**src/design/gsbm_pkg.sv**
```systemverilog
`timescale 1ns / 1ps
// ----------------------------------------------------------------------------
// gsbm_pkg
// Shared types and constants of the gas sensor baseline monitor.
// ----------------------------------------------------------------------------
package gsbm_pkg;

	typedef enum logic [1:0] {
		PH_WARMUP = 2'd0,
		PH_CALIB  = 2'd1,
		PH_READY  = 2'd2,
		PH_FAULT  = 2'd3
	} phase_t;

	typedef enum logic [1:0] {
		LVL_OK   = 2'd0,
		LVL_HIGH = 2'd1,
		LVL_CRIT = 2'd2
	} level_t;

	typedef enum logic [2:0] {
		CFG_WARMUP   = 3'd0,
		CFG_CALIB    = 3'd1,
		CFG_SIG_A    = 3'd2,
		CFG_BASE_A   = 3'd3,
		CFG_HIGH_PCT = 3'd4,
		CFG_CRIT_PCT = 3'd5
	} cfg_idx_t;

	typedef enum logic [3:0] {
		ST_IDLE,
		ST_MED,
		ST_SEMA,
		ST_BEMA,
		ST_DIV,
		ST_OUT
	} state_t;

	localparam int FRAC_BITS = 16;
	localparam int CFG_IDX_BITS = 3;
	localparam logic [15:0] DEV_SAT = 16'hFFFF;

	// control between sequencer and serial units
	typedef struct packed {
		logic start;
		logic busy;
	} unit_ctl_t;

endpackage

```
**src/design/gsbm_if.sv**
```systemverilog
`timescale 1ns / 1ps
// ----------------------------------------------------------------------------
// gsbm_in_if / gsbm_out_if / gsbm_cfg_if
// Valid/ready channels of the monitor.
// ----------------------------------------------------------------------------
interface gsbm_in_if #(parameter int SAMPLE_BITS = 12);
	logic                   valid;
	logic                   ready;
	logic [SAMPLE_BITS-1:0] sample;
	logic [31:0]            now_ms;
	logic                   restart;
	modport source (output valid, sample, now_ms, restart, input ready);
	modport sink (input valid, sample, now_ms, restart, output ready);
endinterface

interface gsbm_out_if #(parameter int SAMPLE_BITS = 12);
	logic                   valid;
	logic                   ready;
	logic [1:0]             phase;
	logic [15:0]            deviation_pct;
	logic [1:0]             level;
	logic [SAMPLE_BITS-1:0] filtered_value;
	modport source (output valid, phase, deviation_pct, level, filtered_value, input ready);
	modport sink (input valid, phase, deviation_pct, level, filtered_value, output ready);
endinterface

interface gsbm_cfg_if;
	logic        valid;
	logic        ready;
	logic [2:0]  index;
	logic [31:0] data;
	modport source (output valid, index, data, input ready);
	modport sink (input valid, index, data, output ready);
endinterface

```
**src/design/gsbm_ser_mul.sv**
```systemverilog
`timescale 1ns / 1ps
// ----------------------------------------------------------------------------
// gsbm_ser_mul
// Bit-serial unsigned multiplier: one multiplier bit per cycle.
// ----------------------------------------------------------------------------
module gsbm_ser_mul #(
	parameter int AW = 28,
	parameter int BW = 17
) (
	input  logic              clk,
	input  logic              arst_n,
	input  logic              start,
	input  logic [AW-1:0]     a,
	input  logic [BW-1:0]     b,
	output logic              busy,
	output logic [AW+BW-1:0]  prod
);
	localparam int CW = $clog2(BW + 1);

	logic [AW+BW-1:0] acc_q;
	logic [AW+BW-1:0] mcand_q;
	logic [BW-1:0]    mplier_q;
	logic [CW-1:0]    cnt_q;

	// control counter
	always_ff @(posedge clk or negedge arst_n) begin
		if (!arst_n) begin
			cnt_q <= '0;
		end else if (start) begin
			cnt_q <= CW'(BW);
		end else if (cnt_q != '0) begin
			cnt_q <= cnt_q - 1'b1;
		end
	end

	// shift and add, one bit a cycle
	always_ff @(posedge clk) begin
		if (start) begin
			acc_q    <= '0;
			mcand_q  <= {{BW{1'b0}}, a};
			mplier_q <= b;
		end else if (cnt_q != '0) begin
			if (mplier_q[0]) begin
				acc_q <= acc_q + mcand_q;
			end
			mcand_q  <= mcand_q << 1;
			mplier_q <= mplier_q >> 1;
		end
	end

	assign busy = (cnt_q != '0);
	assign prod = acc_q;
endmodule

```
**src/design/gsbm_ser_div.sv**
```systemverilog
`timescale 1ns / 1ps
// ----------------------------------------------------------------------------
// gsbm_ser_div
// Restoring divider: one quotient bit per cycle.
// ----------------------------------------------------------------------------
module gsbm_ser_div #(
	parameter int NW = 36,
	parameter int DW = 28
) (
	input  logic          clk,
	input  logic          arst_n,
	input  logic          start,
	input  logic [NW-1:0] num,
	input  logic [DW-1:0] den,
	output logic          busy,
	output logic [NW-1:0] quo
);
	localparam int CW = $clog2(NW + 1);

	logic [DW:0]   rem_q;
	logic [NW-1:0] q_q;
	logic [CW-1:0] cnt_q;
	logic [DW:0]   trial;

	always_ff @(posedge clk or negedge arst_n) begin
		if (!arst_n) begin
			cnt_q <= '0;
		end else if (start) begin
			cnt_q <= CW'(NW);
		end else if (cnt_q != '0) begin
			cnt_q <= cnt_q - 1'b1;
		end
	end

	// shift in next numerator bit, trial subtract
	assign trial = {rem_q[DW-1:0], q_q[NW-1]};

	always_ff @(posedge clk) begin
		if (start) begin
			rem_q <= '0;
			q_q   <= num;
		end else if (cnt_q != '0) begin
			if (trial >= {1'b0, den}) begin
				rem_q <= trial - {1'b0, den};
				q_q   <= {q_q[NW-2:0], 1'b1};
			end else begin
				rem_q <= trial;
				q_q   <= {q_q[NW-2:0], 1'b0};
			end
		end
	end

	assign busy = (cnt_q != '0);
	assign quo  = q_q;
endmodule

```
**src/design/gsbm_median.sv**
```systemverilog
`timescale 1ns / 1ps
// ----------------------------------------------------------------------------
// gsbm_median
// Sample window with a rank-count median, one window entry per cycle.
// ----------------------------------------------------------------------------
module gsbm_median #(
	parameter int MEDIAN_LEN  = 5,
	parameter int SAMPLE_BITS = 12
) (
	input  logic                   clk,
	input  logic                   arst_n,
	input  gsbm_pkg::unit_ctl_t    ctl_in,
	input  logic [SAMPLE_BITS-1:0] sample,
	output logic                   busy,
	output logic [SAMPLE_BITS-1:0] median
);
	localparam int PW = $clog2(MEDIAN_LEN);
	localparam int FW = $clog2(MEDIAN_LEN + 1);

	logic [SAMPLE_BITS-1:0] win_q [MEDIAN_LEN];
	logic [PW-1:0]          pos_q;
	logic [FW-1:0]          fill_q;
	logic [PW-1:0]          cand_q;
	logic [PW-1:0]          scan_q;
	logic [FW-1:0]          lt_q;
	logic [FW-1:0]          le_q;
	logic                   run_q;
	logic [SAMPLE_BITS-1:0] med_q;
	logic [FW-1:0]          target;
	logic [SAMPLE_BITS-1:0] cval;
	logic [SAMPLE_BITS-1:0] sval;
	logic [FW-1:0]          lt_n;
	logic [FW-1:0]          le_n;
	logic                   last_scan;

	assign target    = fill_q >> 1;
	assign cval      = win_q[cand_q];
	assign sval      = win_q[scan_q];
	assign lt_n      = lt_q + FW'(sval < cval);
	assign le_n      = le_q + FW'(sval <= cval);
	assign last_scan = (FW'(scan_q) == fill_q - 1'b1);

	// window write on start
	always_ff @(posedge clk) begin
		if (ctl_in.start) begin
			win_q[pos_q] <= sample;
		end
	end

	// candidate element is the median when its rank range covers fill/2
	always_ff @(posedge clk or negedge arst_n) begin
		if (!arst_n) begin
			pos_q  <= '0;
			fill_q <= '0;
			run_q  <= 1'b0;
			cand_q <= '0;
			scan_q <= '0;
			lt_q   <= '0;
			le_q   <= '0;
		end else if (ctl_in.start) begin
			pos_q  <= (pos_q == PW'(MEDIAN_LEN - 1)) ? '0 : pos_q + 1'b1;
			if (fill_q != FW'(MEDIAN_LEN)) begin
				fill_q <= fill_q + 1'b1;
			end
			run_q  <= 1'b1;
			cand_q <= '0;
			scan_q <= '0;
			lt_q   <= '0;
			le_q   <= '0;
		end else if (run_q) begin
			if (last_scan) begin
				scan_q <= '0;
				lt_q   <= '0;
				le_q   <= '0;
				if (lt_n <= target && target < le_n) begin
					run_q <= 1'b0;
				end else begin
					cand_q <= cand_q + 1'b1;
				end
			end else begin
				scan_q <= scan_q + 1'b1;
				lt_q   <= lt_n;
				le_q   <= le_n;
			end
		end
	end

	always_ff @(posedge clk) begin
		if (run_q && last_scan) begin
			med_q <= cval;
		end
	end

	assign busy   = run_q;
	assign median = med_q;
endmodule

```
**src/design/gas_sensor_baseline_monitor.sv**
```systemverilog
`timescale 1ns / 1ps
// ----------------------------------------------------------------------------
// gas_sensor_baseline_monitor
// Median, signal EMA, adaptive baseline EMA and percent deviation grading.
// ----------------------------------------------------------------------------
// One item is taken at a time. A fault sample goes from idle straight to the
// output state and then to the result register. A good sample passes the
// rank-count median, then a bit-serial EMA multiply for each product (17 bit
// steps plus start and capture, two multiplies per EMA), and in the ready
// phase the restoring divider. The serial median, multiplier and divider set
// how long an item takes.
// A new item is taken once the previous result item has been taken, or in
// the cycle where it is taken.
module gas_sensor_baseline_monitor #(
	parameter int MEDIAN_LEN  = 5,
	parameter int SAMPLE_BITS = 12
) (
	input logic     clk,
	input logic     arst_n,
	gsbm_in_if.sink   in_ch,
	gsbm_out_if.source out_ch,
	gsbm_cfg_if.sink  cfg
);
	localparam int AVW = SAMPLE_BITS + gsbm_pkg::FRAC_BITS;
	localparam int AW  = 17;
	localparam int PW  = AVW + AW;
	localparam int NW  = AVW + 7;

	// configuration registers
	logic [31:0] warmup_q, calib_q;
	logic [15:0] sig_a_q, base_a_q, high_q, crit_q;

	assign cfg.ready = 1'b1;
	always_ff @(posedge clk or negedge arst_n) begin
		if (!arst_n) begin
			warmup_q <= '0;
			calib_q  <= '0;
			sig_a_q  <= 16'd6554;
			base_a_q <= 16'd655;
			high_q   <= 16'd50;
			crit_q   <= 16'd150;
		end else if (cfg.valid) begin
			unique case (cfg.index)
				gsbm_pkg::CFG_WARMUP:   warmup_q <= cfg.data;
				gsbm_pkg::CFG_CALIB:    calib_q  <= cfg.data;
				gsbm_pkg::CFG_SIG_A:    sig_a_q  <= cfg.data[15:0];
				gsbm_pkg::CFG_BASE_A:   base_a_q <= cfg.data[15:0];
				gsbm_pkg::CFG_HIGH_PCT: high_q   <= cfg.data[15:0];
				gsbm_pkg::CFG_CRIT_PCT: crit_q   <= cfg.data[15:0];
				default: ;
			endcase
		end
	end

	// block state
	gsbm_pkg::state_t state_q, state_n;
	gsbm_pkg::phase_t phase_q;
	logic [31:0]      pstart_q;
	logic [AVW-1:0]   sig_q, base_q;
	logic             sig_pr_q, base_pr_q;
	logic [15:0]      dev_q;
	logic [31:0]      now_q;
	logic             mpass_q;     // second multiply pass of an EMA
	logic [PW:0]      ema_acc_q;
	logic             ovalid_q;
	logic [1:0]       o_phase_q, o_level_q;
	logic [15:0]      o_dev_q;
	logic [SAMPLE_BITS-1:0] o_filt_q;

	logic accept, fault, med_busy, mul_busy, div_busy;
	logic [SAMPLE_BITS-1:0] med;
	logic [PW-1:0] prod;
	logic [NW-1:0] quo;
	logic [AVW-1:0] mul_a, sig_x;
	logic [AW-1:0]  mul_b;
	logic           mul_start, div_start, adapt;
	gsbm_pkg::unit_ctl_t med_ctl;
	logic [PW:0]    ema_sum;
	logic [AVW-1:0] ema_res;
	logic [31:0]    elapsed;
	logic [NW-1:0]  diff100;

	assign in_ch.ready = (state_q == gsbm_pkg::ST_IDLE) && !(ovalid_q && !out_ch.ready);
	assign accept      = in_ch.valid && in_ch.ready;
	assign fault = (in_ch.sample == '0) || (in_ch.sample == {SAMPLE_BITS{1'b1}});
	assign med_ctl.start = accept && !fault;
	assign med_ctl.busy  = 1'b0;
	assign elapsed = now_q - pstart_q;
	assign sig_x   = {med, {gsbm_pkg::FRAC_BITS{1'b0}}};
	assign ema_sum = ema_acc_q + {1'b0, prod} + (PW+1)'(32768);
	assign ema_res = ema_sum[gsbm_pkg::FRAC_BITS +: AVW];
	assign adapt   = ({1'b0, sig_q, 2'b00} + {3'b000, sig_q}) <
		({1'b0, base_q, 2'b00} + {2'b00, base_q, 1'b0});
	assign diff100 = NW'({sig_q - base_q, 6'b0}) + NW'({sig_q - base_q, 5'b0})
		+ NW'({sig_q - base_q, 2'b0});

	gsbm_median #(.MEDIAN_LEN(MEDIAN_LEN), .SAMPLE_BITS(SAMPLE_BITS)) u_med (
		.clk(clk), .arst_n(arst_n), .ctl_in(med_ctl), .sample(in_ch.sample),
		.busy(med_busy), .median(med)
	);

	gsbm_ser_mul #(.AW(AVW), .BW(AW)) u_mul (
		.clk(clk), .arst_n(arst_n), .start(mul_start), .a(mul_a), .b(mul_b),
		.busy(mul_busy), .prod(prod)
	);

	gsbm_ser_div #(.NW(NW), .DW(AVW)) u_div (
		.clk(clk), .arst_n(arst_n), .start(div_start), .num(diff100), .den(base_q),
		.busy(div_busy), .quo(quo)
	);

	// next state
	always_comb begin
		state_n = state_q;
		unique case (state_q)
			gsbm_pkg::ST_IDLE: if (accept) state_n = fault ? gsbm_pkg::ST_OUT : gsbm_pkg::ST_MED;
			gsbm_pkg::ST_MED: begin
				if (!med_busy && !med_ctl.start) begin
					state_n = gsbm_pkg::ST_SEMA;
				end
			end
			gsbm_pkg::ST_SEMA: begin
				if (!sig_pr_q) begin
					state_n = gsbm_pkg::ST_BEMA;
				end else if (!mul_busy && mpass_q && !mul_start) begin
					state_n = gsbm_pkg::ST_BEMA;
				end
			end
			gsbm_pkg::ST_BEMA: begin
				if (phase_q != gsbm_pkg::PH_CALIB && !(phase_q == gsbm_pkg::PH_READY && adapt)) begin
					state_n = (phase_q == gsbm_pkg::PH_READY) ? gsbm_pkg::ST_DIV : gsbm_pkg::ST_OUT;
				end else if (!base_pr_q || (!mul_busy && mpass_q && !mul_start)) begin
					state_n = (phase_q == gsbm_pkg::PH_READY) ? gsbm_pkg::ST_DIV : gsbm_pkg::ST_OUT;
				end
			end
			gsbm_pkg::ST_DIV: begin
				if (base_q == '0 || sig_q <= base_q || (!div_busy && !div_start)) begin
					state_n = gsbm_pkg::ST_OUT;
				end
			end
			gsbm_pkg::ST_OUT: state_n = gsbm_pkg::ST_IDLE;
			default: state_n = gsbm_pkg::ST_IDLE;
		endcase
	end

	// unit controls
	logic started_q;
	always_comb begin
		mul_start = 1'b0;
		div_start = 1'b0;
		mul_a = sig_q;
		mul_b = AW'(17'h10000 - {1'b0, sig_a_q});
		unique case (state_q)
			gsbm_pkg::ST_SEMA: begin
				mul_start = sig_pr_q && !started_q;
				mul_a = mpass_q ? sig_x : sig_q;
				mul_b = mpass_q ? AW'(sig_a_q) : AW'(17'h10000 - {1'b0, sig_a_q});
			end
			gsbm_pkg::ST_BEMA: begin
				mul_start = base_pr_q && !started_q &&
					(phase_q == gsbm_pkg::PH_CALIB || (phase_q == gsbm_pkg::PH_READY && adapt));
				mul_a = mpass_q ? sig_q : base_q;
				mul_b = mpass_q ? AW'(base_a_q) : AW'(17'h10000 - {1'b0, base_a_q});
			end
			gsbm_pkg::ST_DIV: div_start = !started_q && base_q != '0 && sig_q > base_q;
			default: ;
		endcase
	end

	// sequencer registers
	always_ff @(posedge clk or negedge arst_n) begin
		if (!arst_n) begin
			state_q   <= gsbm_pkg::ST_IDLE;
			phase_q   <= gsbm_pkg::PH_WARMUP;
			pstart_q  <= '0;
			sig_q     <= '0;
			base_q    <= '0;
			sig_pr_q  <= 1'b0;
			base_pr_q <= 1'b0;
			dev_q     <= '0;
			mpass_q   <= 1'b0;
			started_q <= 1'b0;
			ovalid_q  <= 1'b0;
		end else begin
			state_q <= state_n;
			if (state_n != state_q) begin
				started_q <= 1'b0;
				mpass_q   <= 1'b0;
			end else if (mul_start || div_start) begin
				started_q <= 1'b1;
			end
			if (state_q == gsbm_pkg::ST_OUT) ovalid_q <= 1'b1;
			else if (out_ch.ready) ovalid_q <= 1'b0;
			unique case (state_q)
				gsbm_pkg::ST_IDLE: if (accept) begin
					if (in_ch.restart) begin
						pstart_q <= in_ch.now_ms;
					end
					if (fault) begin
						phase_q <= gsbm_pkg::PH_FAULT;
						dev_q   <= '0;
					end else if (in_ch.restart) begin
						phase_q <= gsbm_pkg::PH_WARMUP;
					end
				end
				gsbm_pkg::ST_SEMA: begin
					if (!sig_pr_q) begin
						sig_q    <= sig_x;
						sig_pr_q <= 1'b1;
					end else if (started_q && !mul_busy) begin
						if (!mpass_q) begin
							mpass_q   <= 1'b1;
							started_q <= 1'b0;
						end else begin
							sig_q <= ema_res;
						end
					end
				end
				gsbm_pkg::ST_BEMA: begin
					if (phase_q == gsbm_pkg::PH_WARMUP && elapsed > warmup_q) begin
						phase_q  <= gsbm_pkg::PH_CALIB;
						pstart_q <= now_q;
					end
					if (phase_q == gsbm_pkg::PH_CALIB || (phase_q == gsbm_pkg::PH_READY && adapt)) begin
						if (!base_pr_q) begin
							base_q    <= sig_q;
							base_pr_q <= 1'b1;
						end else if (started_q && !mul_busy) begin
							if (!mpass_q) begin
								mpass_q   <= 1'b1;
								started_q <= 1'b0;
							end else begin
								base_q <= ema_res;
							end
						end
					end
					if (phase_q == gsbm_pkg::PH_CALIB && state_n != state_q && elapsed > calib_q) begin
						phase_q <= gsbm_pkg::PH_READY;
					end
				end
				gsbm_pkg::ST_DIV: begin
					if (base_q != '0 && sig_q <= base_q) begin
						dev_q <= '0;
					end else if (started_q && !div_busy && base_q != '0) begin
						dev_q <= (quo > NW'(gsbm_pkg::DEV_SAT)) ? gsbm_pkg::DEV_SAT : quo[15:0];
					end
				end
				default: ;
			endcase
		end
	end

	// capture item time and EMA first product
	always_ff @(posedge clk) begin
		if (accept) begin
			now_q <= in_ch.now_ms;
		end
		if (started_q && !mul_busy && !mpass_q) begin
			ema_acc_q <= {1'b0, prod};
		end
	end

	// result register
	always_ff @(posedge clk) begin
		if (state_q == gsbm_pkg::ST_OUT) begin
			o_phase_q <= phase_q;
			o_dev_q   <= dev_q;
			o_filt_q  <= sig_q[gsbm_pkg::FRAC_BITS +: SAMPLE_BITS];
			if (phase_q != gsbm_pkg::PH_READY) o_level_q <= gsbm_pkg::LVL_OK;
			else if (dev_q < high_q) o_level_q <= gsbm_pkg::LVL_OK;
			else if (dev_q < crit_q) o_level_q <= gsbm_pkg::LVL_HIGH;
			else o_level_q <= gsbm_pkg::LVL_CRIT;
		end
	end

	assign out_ch.valid          = ovalid_q;
	assign out_ch.phase          = o_phase_q;
	assign out_ch.deviation_pct  = o_dev_q;
	assign out_ch.level          = o_level_q;
	assign out_ch.filtered_value = o_filt_q;

	// checks
	a_one_busy: assert property (@(posedge clk) disable iff (!arst_n)
		!(mul_busy && div_busy)) else $error("multiplier and divider both busy");
	a_ready_idle: assert property (@(posedge clk) disable iff (!arst_n)
		in_ch.ready |-> state_q == gsbm_pkg::ST_IDLE) else $error("ready outside idle");
	a_out_after: assert property (@(posedge clk) disable iff (!arst_n)
		state_q == gsbm_pkg::ST_OUT |=> ovalid_q) else $error("result not shown");
endmodule
```
**src/flat_wrapper.sv**
```systemverilog
// flat-port wrapper written by rule: the top's interface ports become plain ports
module gas_sensor_baseline_monitor_flat 
#(
	parameter int MEDIAN_LEN  = 5,
	parameter int SAMPLE_BITS = 12
)
  (clk, arst_n, in_ch_valid, in_ch_sample, in_ch_now_ms, in_ch_restart, in_ch_ready, out_ch_valid, out_ch_phase, out_ch_deviation_pct, out_ch_level, out_ch_filtered_value, out_ch_ready, cfg_valid, cfg_index, cfg_data, cfg_ready);
  gsbm_in_if #(.SAMPLE_BITS(SAMPLE_BITS)) in_ch_i ();
  gsbm_out_if #(.SAMPLE_BITS(SAMPLE_BITS)) out_ch_i ();
  gsbm_cfg_if cfg_i ();
  input logic clk;
  input logic arst_n;
  input wire logic [$bits(in_ch_i.valid)-1:0] in_ch_valid;
  input wire logic [$bits(in_ch_i.sample)-1:0] in_ch_sample;
  input wire logic [$bits(in_ch_i.now_ms)-1:0] in_ch_now_ms;
  input wire logic [$bits(in_ch_i.restart)-1:0] in_ch_restart;
  output wire logic [$bits(in_ch_i.ready)-1:0] in_ch_ready;
  output wire logic [$bits(out_ch_i.valid)-1:0] out_ch_valid;
  output wire logic [$bits(out_ch_i.phase)-1:0] out_ch_phase;
  output wire logic [$bits(out_ch_i.deviation_pct)-1:0] out_ch_deviation_pct;
  output wire logic [$bits(out_ch_i.level)-1:0] out_ch_level;
  output wire logic [$bits(out_ch_i.filtered_value)-1:0] out_ch_filtered_value;
  input wire logic [$bits(out_ch_i.ready)-1:0] out_ch_ready;
  input wire logic [$bits(cfg_i.valid)-1:0] cfg_valid;
  input wire logic [$bits(cfg_i.index)-1:0] cfg_index;
  input wire logic [$bits(cfg_i.data)-1:0] cfg_data;
  output wire logic [$bits(cfg_i.ready)-1:0] cfg_ready;
  assign in_ch_i.valid = in_ch_valid;
  assign in_ch_i.sample = in_ch_sample;
  assign in_ch_i.now_ms = in_ch_now_ms;
  assign in_ch_i.restart = in_ch_restart;
  assign in_ch_ready = in_ch_i.ready;
  assign out_ch_valid = out_ch_i.valid;
  assign out_ch_phase = out_ch_i.phase;
  assign out_ch_deviation_pct = out_ch_i.deviation_pct;
  assign out_ch_level = out_ch_i.level;
  assign out_ch_filtered_value = out_ch_i.filtered_value;
  assign out_ch_i.ready = out_ch_ready;
  assign cfg_i.valid = cfg_valid;
  assign cfg_i.index = cfg_index;
  assign cfg_i.data = cfg_data;
  assign cfg_ready = cfg_i.ready;
  gas_sensor_baseline_monitor #(.MEDIAN_LEN(MEDIAN_LEN), .SAMPLE_BITS(SAMPLE_BITS)) u_core (.clk(clk), .arst_n(arst_n), .in_ch(in_ch_i), .out_ch(out_ch_i), .cfg(cfg_i));
endmodule
```
**config.mk**
```make
export PLATFORM = sky130hd
export DESIGN_NAME = gas_sensor_baseline_monitor_flat
export DESIGN_NICKNAME = d
export VERILOG_FILES = /design/src/design/gsbm_pkg.sv /design/src/design/gsbm_if.sv /design/src/design/gsbm_ser_mul.sv /design/src/design/gsbm_ser_div.sv /design/src/design/gsbm_median.sv /design/src/design/gas_sensor_baseline_monitor.sv /design/src/flat_wrapper.sv
export SDC_FILE = /design/constraint.sdc
export NUM_CORES = 2
export LEC_CHECK = 0
export BUFFER_PORTS_ARGS = -buffer_cell sky130_fd_sc_hd__buf_2
export CELL_PAD_IN_SITES_DETAIL_PLACEMENT = 0
export CELL_PAD_IN_SITES_GLOBAL_PLACEMENT = 1
export CORE_MARGIN = 1.5
export CORE_UTILIZATION = 54
export DETAILED_ROUTE_END_ITERATION = 7
export PLACE_DENSITY = 0.94
export SYNTH_ARGS = -nofsm -noshare
export SYNTH_HDL_FRONTEND = slang
export SYNTH_HIERARCHICAL = 1
export SYNTH_SLANG_ARGS = --single-unit
```
**constraint.sdc**
```tcl
create_clock -name clk -period 12.2 [get_ports clk]
set_input_delay 0 -clock clk [delete_from_list [all_inputs] [get_ports clk]]
set_output_delay 0 -clock clk [all_outputs]
set_load 0.02 [all_outputs]
```
======== Yosys cells after proc, flatten, opt, wreduce, memory -nomap -nowiden ========
Memory sizes are Yosys's and may differ from the RTL's.
Cells that the tools add are included.
storage, ports and cells
  memory bits (read-only) ................. 0
  bits in latches ......................... 0
  RAM bits ................................ 60
  output and inout port bits .............. 35
  logic and storage cells ................. 268
  bits in registers ....................... 563
  input port bits ......................... 85
  memories kept ........................... 1
memory list
  memory              depth  bits a word  rd ports  clocked after Yosys merged registers in  write ports  RTL line           RTL
  u_core.u_med.win_q  5      12           2         0                                        1            gsbm_median.sv:20  logic [SAMPLE_BITS-1:0] win_q [MEDIAN_LEN];
cells by class
  bitwise logic cells ..................... 0
  order comparisons ....................... 13
  multiplexer cells ....................... 88
  div/mod/pow operators ................... 0
  reduce and logical (&&, ||, !) cells .... 75
  eq/ne operators ......................... 31
  $mul .................................... 0
  shift-type cells ........................ 0
  $add $sub $neg .......................... 21
operators by type and width
  cell                                                   number
  2-to-1 mux 28 bit                                      9
  2-to-1 mux 32 bit                                      3
  2-to-1 mux 16 bit                                      5
  2-to-1 mux 35 bit                                      2
  2-to-1 mux 17 bit                                      4
  > comparator 32 bit                                    2
  one-hot mux 32 bit (2 select lines)                    1
  one-hot mux 28 bit (2 select lines)                    1
  subtractor 28 bit                                      2
  adder 45 bit                                           1
  2-to-1 mux 3 bit                                       15
  adder 44 x 16 -> 44 bit (second input constant)        1
  adder 44 bit                                           1
  adder 34 x 33 -> 35 bit                                1
  adder 35 x 30 -> 35 bit                                1
  > comparator 35 x 16 -> 1 bit (second input constant)  1
  one-hot mux 17 bit (2 select lines)                    1
  subtractor 17 x 16 -> 17 bit (first input constant)    2
  < comparator 16 bit                                    2
  one-hot mux 16 bit (2 select lines)                    1
  subtractor 32 bit                                      1
  adder 30 x 28 -> 31 bit                                1
  adder 30 x 29 -> 31 bit                                1
  < comparator 31 bit                                    1
  52 further kinds                                       168

======== Logic depth before layout (Yosys ltp) ========
  depth in word-level cells ............... 19
  mapped depth ............................ 28
  gate-level depth less buffers ........... 28

======== Modules after synthesis ========
The synthesis kept the hierarchy.
modules (own cells, without submodules)
  module                       area an instance (µm²)  cells an instance  instances
  gas_sensor_baseline_monitor  27518.9                 3019               1
  gsbm_ser_mul                 6779.0                  757                1
  gsbm_ser_div                 4697.0                  505                1
  gsbm_median                  4560.6                  299                1

======== Least setup slack after synthesis ========
OpenSTA, ideal clock, no wires.
  path kind ............................... register to register
  start point ............................. reg u_core.sig_q[8]
  end point ............................... reg u_core.u_mul.mcand_q[0] (enable)
  arrival time ............................ 6.430 ns
  period minus slack after synthesis ...... 6.839 ns
  path slack .............................. 5.361 ns
  buffers on the path ..................... 2
  stages on the path, launching flop included .. 23
  library setup time ...................... 0.410 ns
  path through ............................ dfrtp_1 > ha_1 > a21o_1 > a211o_1 > a2111oi_4 > a21oi_2 > a221o_1 > o41a_1 > a41o_1 > o21a_1 > o21ai_2 > xnor2_1 > ha_1 > a21o_1 > a211oi_1 > o22a_1 > a21boi_0 > a31oi_1 > o41ai_1 > nor2b_1 > clkbuf_1 > clkbuf_1 > nand2b_1
on the way
  longest elaborated chain between the ends .. 7
RTL lines
  item                                RTL line                            RTL
  from (decl)                         gas_sensor_baseline_monitor.sv:59   logic [AVW-1:0] sig_q, base_q;
  from (signal assigned)              gas_sensor_baseline_monitor.sv:208  sig_q <= sig_x;
  from (signal assigned)              gas_sensor_baseline_monitor.sv:215  sig_q <= ema_res;
  adder 30 x 28 -> 31 bit             gas_sensor_baseline_monitor.sv:92   assign adapt = ({1'b0, sig_q, 2'b00} + {3'b000, sig_q}) <
  < comparator 31 bit                 gas_sensor_baseline_monitor.sv:92
  logical AND 1 bit                   gas_sensor_baseline_monitor.sv:161  (phase_q == gsbm_pkg::PH_CALIB || (phase_q == gsbm_pkg::PH_READY && adapt));
  logical OR 1 bit                    gas_sensor_baseline_monitor.sv:161
  logical AND 1 bit                   gas_sensor_baseline_monitor.sv:160  mul_start = base_pr_q && !started_q &&
  one-hot mux 1 bit (2 select lines)  gas_sensor_baseline_monitor.sv:153  unique case (state_q)
  via u_core.mul_start                gas_sensor_baseline_monitor.sv:76   logic mul_start, div_start, adapt;
  nonzero test 2 bit (no line)        --
  to (signal assigned)                gsbm_ser_mul.sv:40                  mcand_q <= {{BW{1'b0}}, a};
  to (signal assigned)                gsbm_ser_mul.sv:46                  mcand_q <= mcand_q << 1;
  to (decl)                           gsbm_ser_mul.sv:21                  logic [AW+BW-1:0] mcand_q;
The timed path passes the listed nets, and every way through them passes these cells.
A chain may end at the register's enable or synchronous reset.

======== Final worst setup path ========
  start point ............................. reg u_core.sig_q[10]
  end point ............................... reg u_core.u_mul.mplier_q[11] (enable)
on the way
  longest elaborated chain between the ends .. 7
RTL lines
  item                                RTL line                            RTL
  adder 30 x 28 -> 31 bit             gas_sensor_baseline_monitor.sv:92
  < comparator 31 bit                 gas_sensor_baseline_monitor.sv:92
  logical AND 1 bit                   gas_sensor_baseline_monitor.sv:161
  logical OR 1 bit                    gas_sensor_baseline_monitor.sv:161
  logical AND 1 bit                   gas_sensor_baseline_monitor.sv:160
  one-hot mux 1 bit (2 select lines)  gas_sensor_baseline_monitor.sv:153
  via u_core.mul_start                gas_sensor_baseline_monitor.sv:76
  nonzero test 2 bit (no line)        --
  to (signal assigned)                gsbm_ser_mul.sv:47                  mplier_q <= mplier_q >> 1;
  to (decl)                           gsbm_ser_mul.sv:22                  logic [BW-1:0] mplier_q;
The timed path passes the listed nets, and every way through them passes these cells.

==> out/qor.txt <==
Run status -> finished with violations
Failing checks -> negative hold slack
Startpoint Class -> register
CTS buffer count -> 72
Avg Cell Area, Syn -> 9.517 sq um
Max-cap violation count -> 0
Setup TNS Final -> 0 ns
Reg2Reg Launch Point -> u_core/sig_q[10]
WS Path Type -> register to register
FMAX -> 133.8 MHz
CTS tree -> yes
Drt wl/cell -> 20.53 um
Core Area -> 79260 sq um
CTS root buf -> clkbuf_16
Worst min path class -> primary input to async pin
Antenna violations before repair -> 5
Via/cell ratio -> 6.018
Global-route wire length before repair -> 188800 um
Vias post-DR -> 34980
TritonRoute pass-1 iters -> 7
CP max FO -> 45
Clk slew on worst S/H paths -> 0.06 ns
Worst Setup SP -> u_core/sig_q[10]
Ant. Diodes -> 0
Layout cells sized above 1 -> 10.90%
Clk_lat worst skew -> 0.64 ns
Buffer depth of the longest clock path -> 3
Num Clock Sinks -> 621
Ports -> 120
Minimum clock period -> 7.475 ns
Final hold slack -> -0.02637 ns
Global route overflow -> 0
Setup Skew -> 0.05422 ns
CP endpoint kind -> register
CTS-repair resized insts -> 0
P&R area growth vs syn -> 11.13%
Die ar. -> 82040 sq um
R2R depth -> 21
Ys Warns -> 6
Final hold viol count -> 4
GR Util All Layers -> 28.96%
Wirelength, routed -> 119300 um
Mapped Cells -> 4558
Initial Utilization -> 54.73%
Critical Path End -> u_core/u_mul/mplier_q[11]
Placer congestion estimate -> 0.9619
HPWL after DPL -> 87840 um
# DRC -> 0
Vias in the first global route -> 34180
Pin count of the biggest net entering global routing -> 102
Count of final setup violators -> 0
Final period util -> 61.27%
DRT antenna net count -> 0
Hold-fix buffers, CTS -> 85
Post-CTS Repair Setup Buffers -> 0
CP required -> 12.44 ns
Slew HR -> 16.03%
Htree depth -> 3
Reg-to-reg slack, setup -> 4.73 ns
DR iter-0 viols -> 2712
Worst-Margin Slew -> 1.258 ns
Row Count -> 103
Final nets -> 5288
Die Wd -> 286.4 um
IO buf count -> 118
Die H -> 286.4 um
Unrepaired setup endpoints after global routing -> no
Syn Std Cell Area -> 43380 sq um
Worst Path Arrival -> 7.72 ns
Final slew viol count -> 0
R2R Path End -> u_core/u_mul/mplier_q[11]
stage by stage:
stage	utilization (%)	cell area, sq um	std cells	setup slack [ns]
finish	60.82	48210	5812	4.725
detailed placement	56.65	44900	5593	4.744
global route	60.82	48210	5812	4.354
floorplan	-	43380	4560	5.383
global placement	56.65	44900	5593	4.889
CTS	60.82	48210	5812	4.776
routing by layer:
layer	track usage, %	vias up	share of wire (%)
met4	11.08	2	3.8
met5	0	-	0.038
li1	-	16740	-
met1	39.40	16940	44
met3	3.593	209	5.7
met2	47.22	1080	46
registers in the layout, indices dropped and copies added, names as in the netlist, 12 cells and up:
signal,flops
u_core/u_med/win_q,60
u_core/ema_acc_q,44
u_core/u_mul/mcand_q,44
u_core/u_mul/prod,44
u_core/u_div/quo,35
u_core/calib_q,32
u_core/now_q,32
u_core/pstart_q,32
u_core/warmup_q,32
u_core/base_q,28
u_core/sig_q,28
u_core/u_div/rem_q,28
u_core/u_mul/mplier_q,17
u_core/base_a_q,16
u_core/crit_q,16
u_core/dev_q,16
u_core/high_q,16
u_core/out_ch.deviation_pct,16
u_core/sig_a_q,16
u_core/out_ch.filtered_value,12
u_core/u_med/median,12
critical path: stages, from the launching register on:
cell	delay [ns]
dfrtp_1	0.47
ha_1	0.38
a21o_1	0.23
a211o_1	0.34
a2111oi_4	0.37
a21oi_2	0.14
a221o_1	0.36
o41a_1	0.37
a41o_1	0.27
o21a_1	0.19
o21ai_2	0.12
xnor2_1	0.08
ha_1	0.33
a21o_1	0.16
a211oi_1	0.22
o22a_1	0.18
a21boi_0	0.17
a31oi_1	0.14
o41ai_1	0.59
nor2b_4	0.58
buf_4	0.45
nand2b_2	0.92
cell type report:
| type | count | area (sq um) |
|---|---|---|
| clock buffer | 99 | 2013 |
| timing repair buffer | 238 | 1714 |
| inverter | 351 | 1318 |
| multi-input combinational | 3418 | 24980 |
| fill | 6546 | 31050 |
| clock inverter | 35 | 442.9 |
| tap | 1050 | 1314 |
| sequential | 621 | 16430 |
worst min path at each step:
| stage | end | slack [ns] | cells after the start |
|---|---|---|---|
| floorplan | u_core/base_a_q[10] | -0.30 | 0 |
| global placement | u_core/dev_q[12] | 0.09 | 1 |
| detailed placement | u_core/dev_q[12] | 0.1 | 1 |
| CTS | u_core/dev_q[12] | 0.02 | 2 |
| global route | u_core/dev_q[12] | 0.05 | 2 |
| finish | u_core/dev_q[12] | -0.03 | 2 |
cell usage in the layout (no fill, tap or decap), drive strengths merged, types with 85 or more instances in the layout:
cell         instances
dfrtp              253
o21ai              308
nand2              403
inv                353
a21oi              388
ha                 470
nor2               318
edfxtp             260
dlygate4sd3         85
dfxtp               88
a21o               139
xnor2              133
clkbuf              99
buf                153
mux2               140
xor2               102
Power is left out: the tool's default activity adds up to more than one toggle a clock period on the data nets, which glitch-free logic cannot reach.
